--- src/rtl/ppv_pkg.sv ---
`default_nettype none

package ppv_pkg;

    // width of the register interface
    localparam int CFG_IDX_W  = 2;
    localparam int CFG_DATA_W = 32;

    // unsigned scale registers are Q15.16 without a sign bit
    localparam int SCALE_W = 31;
    localparam int NEAR_W  = 32;

    // partial product chunk taken from the wide multiplier operand
    localparam int CHUNK_W = 32;

    localparam logic [SCALE_W-1:0] ASPECT_RESET = 31'd65536;
    localparam logic [SCALE_W-1:0] FOCAL_RESET  = 31'd65536;
    localparam logic [SCALE_W-1:0] DSCALE_RESET = 31'd65536;
    localparam logic [NEAR_W-1:0]  NEAR_RESET   = 32'd6554;

    typedef enum logic [CFG_IDX_W-1:0] {
        REG_ASPECT = 2'd0,
        REG_FOCAL  = 2'd1,
        REG_DSCALE = 2'd2,
        REG_NEAR   = 2'd3
    } cfg_reg_t;

    typedef struct packed {
        logic sx_neg;
        logic sy_neg;
        logic d_neg;
        logic zero;
    } flag_t;

endpackage

`default_nettype wire

--- src/rtl/ppv_mul.sv ---
`default_nettype none

// two-stage unsigned multiplier: 32-bit chunks of a times b, then the sum
module ppv_mul #(
    parameter int AW = 32,
    parameter int BW = 31
) (
    input  wire logic          clk,
    input  wire logic          en,
    input  wire logic [AW-1:0] a,
    input  wire logic [BW-1:0] b,
    output logic [AW+BW-1:0]   p
);

    localparam int NCH = (AW + ppv_pkg::CHUNK_W - 1) / ppv_pkg::CHUNK_W;
    localparam int PW  = AW + BW;
    localparam int XW  = NCH * ppv_pkg::CHUNK_W;
    localparam int CPW = ppv_pkg::CHUNK_W + BW;

    logic [XW-1:0]  a_ext;
    logic [CPW-1:0] pp_reg [0:NCH-1];
    logic [PW-1:0]  p_next;
    logic [PW-1:0]  p_reg;

    assign a_ext = XW'(a);

    for (genvar k = 0; k < NCH; k++) begin : g_chunk
        always_ff @(posedge clk)
        begin
            if (en)
            begin
                pp_reg[k] <= CPW'(a_ext[k*ppv_pkg::CHUNK_W +: ppv_pkg::CHUNK_W]) * CPW'(b);
            end
        end
    end

    always_comb
    begin
        p_next = '0;
        for (int k = 0; k < NCH; k++)
        begin
            p_next = p_next + (PW'(pp_reg[k]) << (ppv_pkg::CHUNK_W * k));
        end
    end

    always_ff @(posedge clk)
    begin
        if (en)
        begin
            p_reg <= p_next;
        end
    end

    assign p = p_reg;

endmodule

`default_nettype wire

--- config.mk ---
export PLATFORM = sky130hd
export DESIGN_NAME = ppv_mul
export DESIGN_NICKNAME = d
export VERILOG_FILES = /design/src/rtl/ppv_pkg.sv /design/src/rtl/ppv_mul.sv
export SDC_FILE = /design/constraint.sdc
export NUM_CORES = 2
export LEC_CHECK = 0
export ABC_AREA = 1
export BUFFER_PORTS_ARGS = -buffer_cell sky130_fd_sc_hd__buf_2
export CAP_MARGIN = 20
export CORE_ASPECT_RATIO = 0.5
export CORE_MARGIN = 1
export CORE_UTILIZATION = 35
export CTS_CLUSTER_SIZE = 14
export DETAILED_ROUTE_END_ITERATION = 16
export GPL_TIMING_DRIVEN = 1
export PLACE_DENSITY_LB_ADDON = 0.15
export SYNTH_ARGS = -nofsm -noshare
export SYNTH_HDL_FRONTEND = slang
export SYNTH_SLANG_ARGS = --single-unit
--- constraint.sdc ---
create_clock -name clk -period 9.45 [get_ports clk]
set_input_delay 1.89 -clock clk [delete_from_list [all_inputs] [get_ports clk]]
set_output_delay 1.89 -clock clk [all_outputs]
set_load 0.01 [all_outputs]
==> insert_results.sql <==
INSERT INTO impl_metrics (metric_group, metric, value, unit) VALUES
('synthesis', 'synth_cell_type_count', '27', ''),
('worst_hold_path', 'worstHoldPathType', 'reg2reg', ''),
('global_routing', 'grt_max_degree', '77', ''),
('setup_path', 'setup.worst_path.start_class', 'primary input', ''),
('cells_and_area', 'nNetsFinal', '6058', ''),
('sta', 'final_hold_viol_count', '0', ''),
('sta', 'rsz0062_at_grt', 'no', ''),
('floorplan', 'die_x', '469.9', 'um'),
('synthesis', 'synth-warning-count', '0', ''),
('synthesis', 'post_synth_most_frequent_cells', '1571 x sky130_fd_sc_hd__inv_1, 1506 x sky130_fd_sc_hd__nand2_1, 866 x sky130_fd_sc_hd__fa_1', ''),
('cells_and_area', 'final_layout_size_suffix_gt1_share', '5.979', '%'),
('setup_path', 'cpPeakStageDelay', '0.66', 'ns'),
('clock_network', 'cts_made_buffers', '17', ''),
('synthesis', 'synth.net_count', '6010', ''),
('global_routing', 'first_pass_grt_wire_length', '199400', 'um'),
('place', 'place_inst', '6287', ''),
('setup_path', 'timing_worst_setup_path_type', 'in2reg', ''),
('detailed_routing', 'detailedRoute.firstIterationViolations', '2512', ''),
('setup_path', 'cpMaxStageDelayCell', 'sky130_fd_sc_hd__buf_2', ''),
('setup_path', 'critPathMostFrequentCell', 'sky130_fd_sc_hd__fa_1', ''),
('clock_network', 'clockBufferDepth', '2', ''),
('clock_network', 'clockRootBuffer', 'sky130_fd_sc_hd__clkbuf_16', ''),
('synthesis', 'dominantRegCellSynth', 'sky130_fd_sc_hd__edfxtp_1', ''),
('global_routing', 'grtUsageTotal', '24.32', '%'),
('setup_path', 'path_buf_inv', '8', ''),
('clock_network', 'worstSkewPairLatency', '0.43', 'ns'),
('synthesis', 'ys_ff_latch', '126', ''),
('sta', 'worst_clock_skew', '0.01177', 'ns'),
('job', 'maxCapViolations', '0', ''),
('setup_path', 'worst_path_dominant_cell_family', 'adder cells', ''),
('synthesis', 'synth_area_per_cell', '7.943', 'sq um'),
('detailed_routing', 'totalWireLength', '131700', 'um'),
('floorplan', 'rows', '85', ''),
('detailed_routing', 'drc_errors', '0', ''),
('floorplan', 'die-area', '0.1109', 'sq mm'),
('synthesis', 'synth.top_cells.by_area', 'sky130_fd_sc_hd__fa_1 45%, sky130_fd_sc_hd__inv_1 15%, sky130_fd_sc_hd__nand2_1 15%', ''),
('place', 'place_hpwl', '105900', 'um'),
('cells_and_area', 'post_layout_nonfiller_instances', '6320', ''),
('synthesis', 'ys_seq_area_share', '9.877', '%'),
('detailed_routing', 'ant_nets', '0', ''),
('clock_network', 'cts.repair_timing.setup_buffer_count', '0', ''),
('synthesis', 'yosysTopAreaCellShare', '45.26', '%'),
('floorplan', 'core_area', '0.1081', 'sq mm'),
('synthesis', 'yosysMostFrequentCell', 'sky130_fd_sc_hd__inv_1', ''),
('detailed_routing', 'drt-pass1-iter-count', '8', ''),
('clock_network', 'cts_hold_buffers_added', '0', ''),
('floorplan', 'initial_core_util', '35.45', '%'),
('sta', 'timing.hold.ws', '0.4141', 'ns'),
('synthesis', 'ys_async_sr_fraction', '0', '%'),
('global_routing', 'antenna_violations_before_repair', '2', ''),
('sta', 'timing_max_transition_violations_final', '0', ''),
('cells_and_area', 'area_added_between_synthesis_and_finish', '8.231', '%'),
('sta', 'fin_crit_sh', '92.81', '%'),
('global_routing', 'global_route.overflow_total', '0', ''),
('place', 'io_buffers', '127', ''),
('floorplan', 'die_height', '235.9', 'um'),
('setup_path', 'required_time_at_the_endpoint_of_the_critical_path', '9.63', 'ns'),
('synthesis', 'synth_largest_area_cell', 'sky130_fd_sc_hd__fa_1', ''),
('sta', 'max_clock_freq', '0.1140', 'GHz'),
('cells_and_area', 'final_core_util', '38.37', '%'),
('setup_path', 'critical_path_fanout_max', '25', ''),
('sta', 'worst_slew_margin_rel', '33.50', '%'),
('synthesis', 'count_of_flip_flops_with_a_built_in_enable_after_synthesis', '126', ''),
('status', 'result_of_the_run', 'completed', ''),
('clock_network', 'clock_sink_count', '126', ''),
('sta', 'final-setup-viol-count', '0', ''),
('clock_network', 'clk_pin_slew', '0.07', 'ns'),
('global_routing', 'number_of_global_route_vias_before_repair', '31160', ''),
('clock_network', 'postCtsResizedCells', '0', ''),
('sta', 'worst-slew-pin-transition', '0.9975', 'ns'),
('detailed_routing', 'routed-via-count', '29490', '');
through the flow:
| step | instance area (sq um) | worst slack [ns] |
|---|---|---|
| 6_report | 41460 | 0.6799 |
| 2_1_floorplan | 38310 | 1.640 |
| 4_1_cts | 41460 | 0.6932 |
| 3_5_place_dp | 40890 | 0.2022 |
| 5_1_grt | 41460 | 0.4034 |
| 3_3_place_gp | 40890 | 0.2432 |
layout by cell type (no fill, tap or decap), types with 2 or more instances in the layout:
master                       instances
sky130_fd_sc_hd__nor3_2              7
sky130_fd_sc_hd__nand2_2            10
sky130_fd_sc_hd__nor2_2             11
sky130_fd_sc_hd__nand2_1          1506
sky130_fd_sc_hd__and2_1              2
sky130_fd_sc_hd__a21oi_1            45
sky130_fd_sc_hd__o21bai_1           11
sky130_fd_sc_hd__fa_1              866
sky130_fd_sc_hd__inv_8               3
sky130_fd_sc_hd__xnor2_1             4
sky130_fd_sc_hd__ha_1              256
sky130_fd_sc_hd__nand3_1            50
sky130_fd_sc_hd__buf_2             126
sky130_fd_sc_hd__nor3_1              7
sky130_fd_sc_hd__nand4_1            17
sky130_fd_sc_hd__edfxtp_1          126
sky130_fd_sc_hd__nand3_2             5
sky130_fd_sc_hd__clkinvlp_4          3
sky130_fd_sc_hd__xor2_1             32
sky130_fd_sc_hd__buf_12             14
sky130_fd_sc_hd__inv_6               7
sky130_fd_sc_hd__inv_1            1571
sky130_fd_sc_hd__nor2_1             92
sky130_fd_sc_hd__clkbuf_16          17
sky130_fd_sc_hd__o21ai_0             5
sky130_fd_sc_hd__buf_4              78
sky130_fd_sc_hd__inv_2               6
metal layers:
layer  GRT usage, %  share of wire [%]
met4          3.638                1.4
met3          5.750                 10
met2          34.97                 40
met1          37.29                 48
met5              0              0.021
final cells by class:
cell class / instances / area (sq um) / share of cell area, %
multi-input combinational: 2931 / 27890 / 67.28
inverter: 1577 / 5919 / 14.28
sequential: 126 / 3784 / 9.126
tap: 1435 / 1795 / 4.331
timing repair buffer: 218 / 1496 / 3.609
clock buffer: 17 / 425.4 / 1.026
clock inverter: 15 / 142.6 / 0.3440
antenna: 1 / 2.502 / 0.006036
logic make-up after synthesis:
| group | synth area share (%) |
|---|---|
| AND/OR/NAND/NOR | 17.46 |
| buffers and inverters | 17.30 |
| XOR/XNOR | 0.8231 |
| adder cells (fa/ha/maj) | 53.62 |
| flip-flops | 9.877 |
| AO/OA/AOI/OAI | 0.9178 |
worst paths after layout:
kind,from,depth (start not counted),endpoint,slack (ns)
setup / recovery,a[18],26,pp_reg[0][52],0.68
hold reg to reg,pp_reg[0][25],0,p[25],0.41
hold / removal,pp_reg[0][25],0,p[25],0.41
setup reg to reg,pp_reg[0][59],0,p[59],8.71
Power is left out: the tool's default activity adds up to more than one toggle a clock period on the data nets, which glitch-free logic cannot reach.
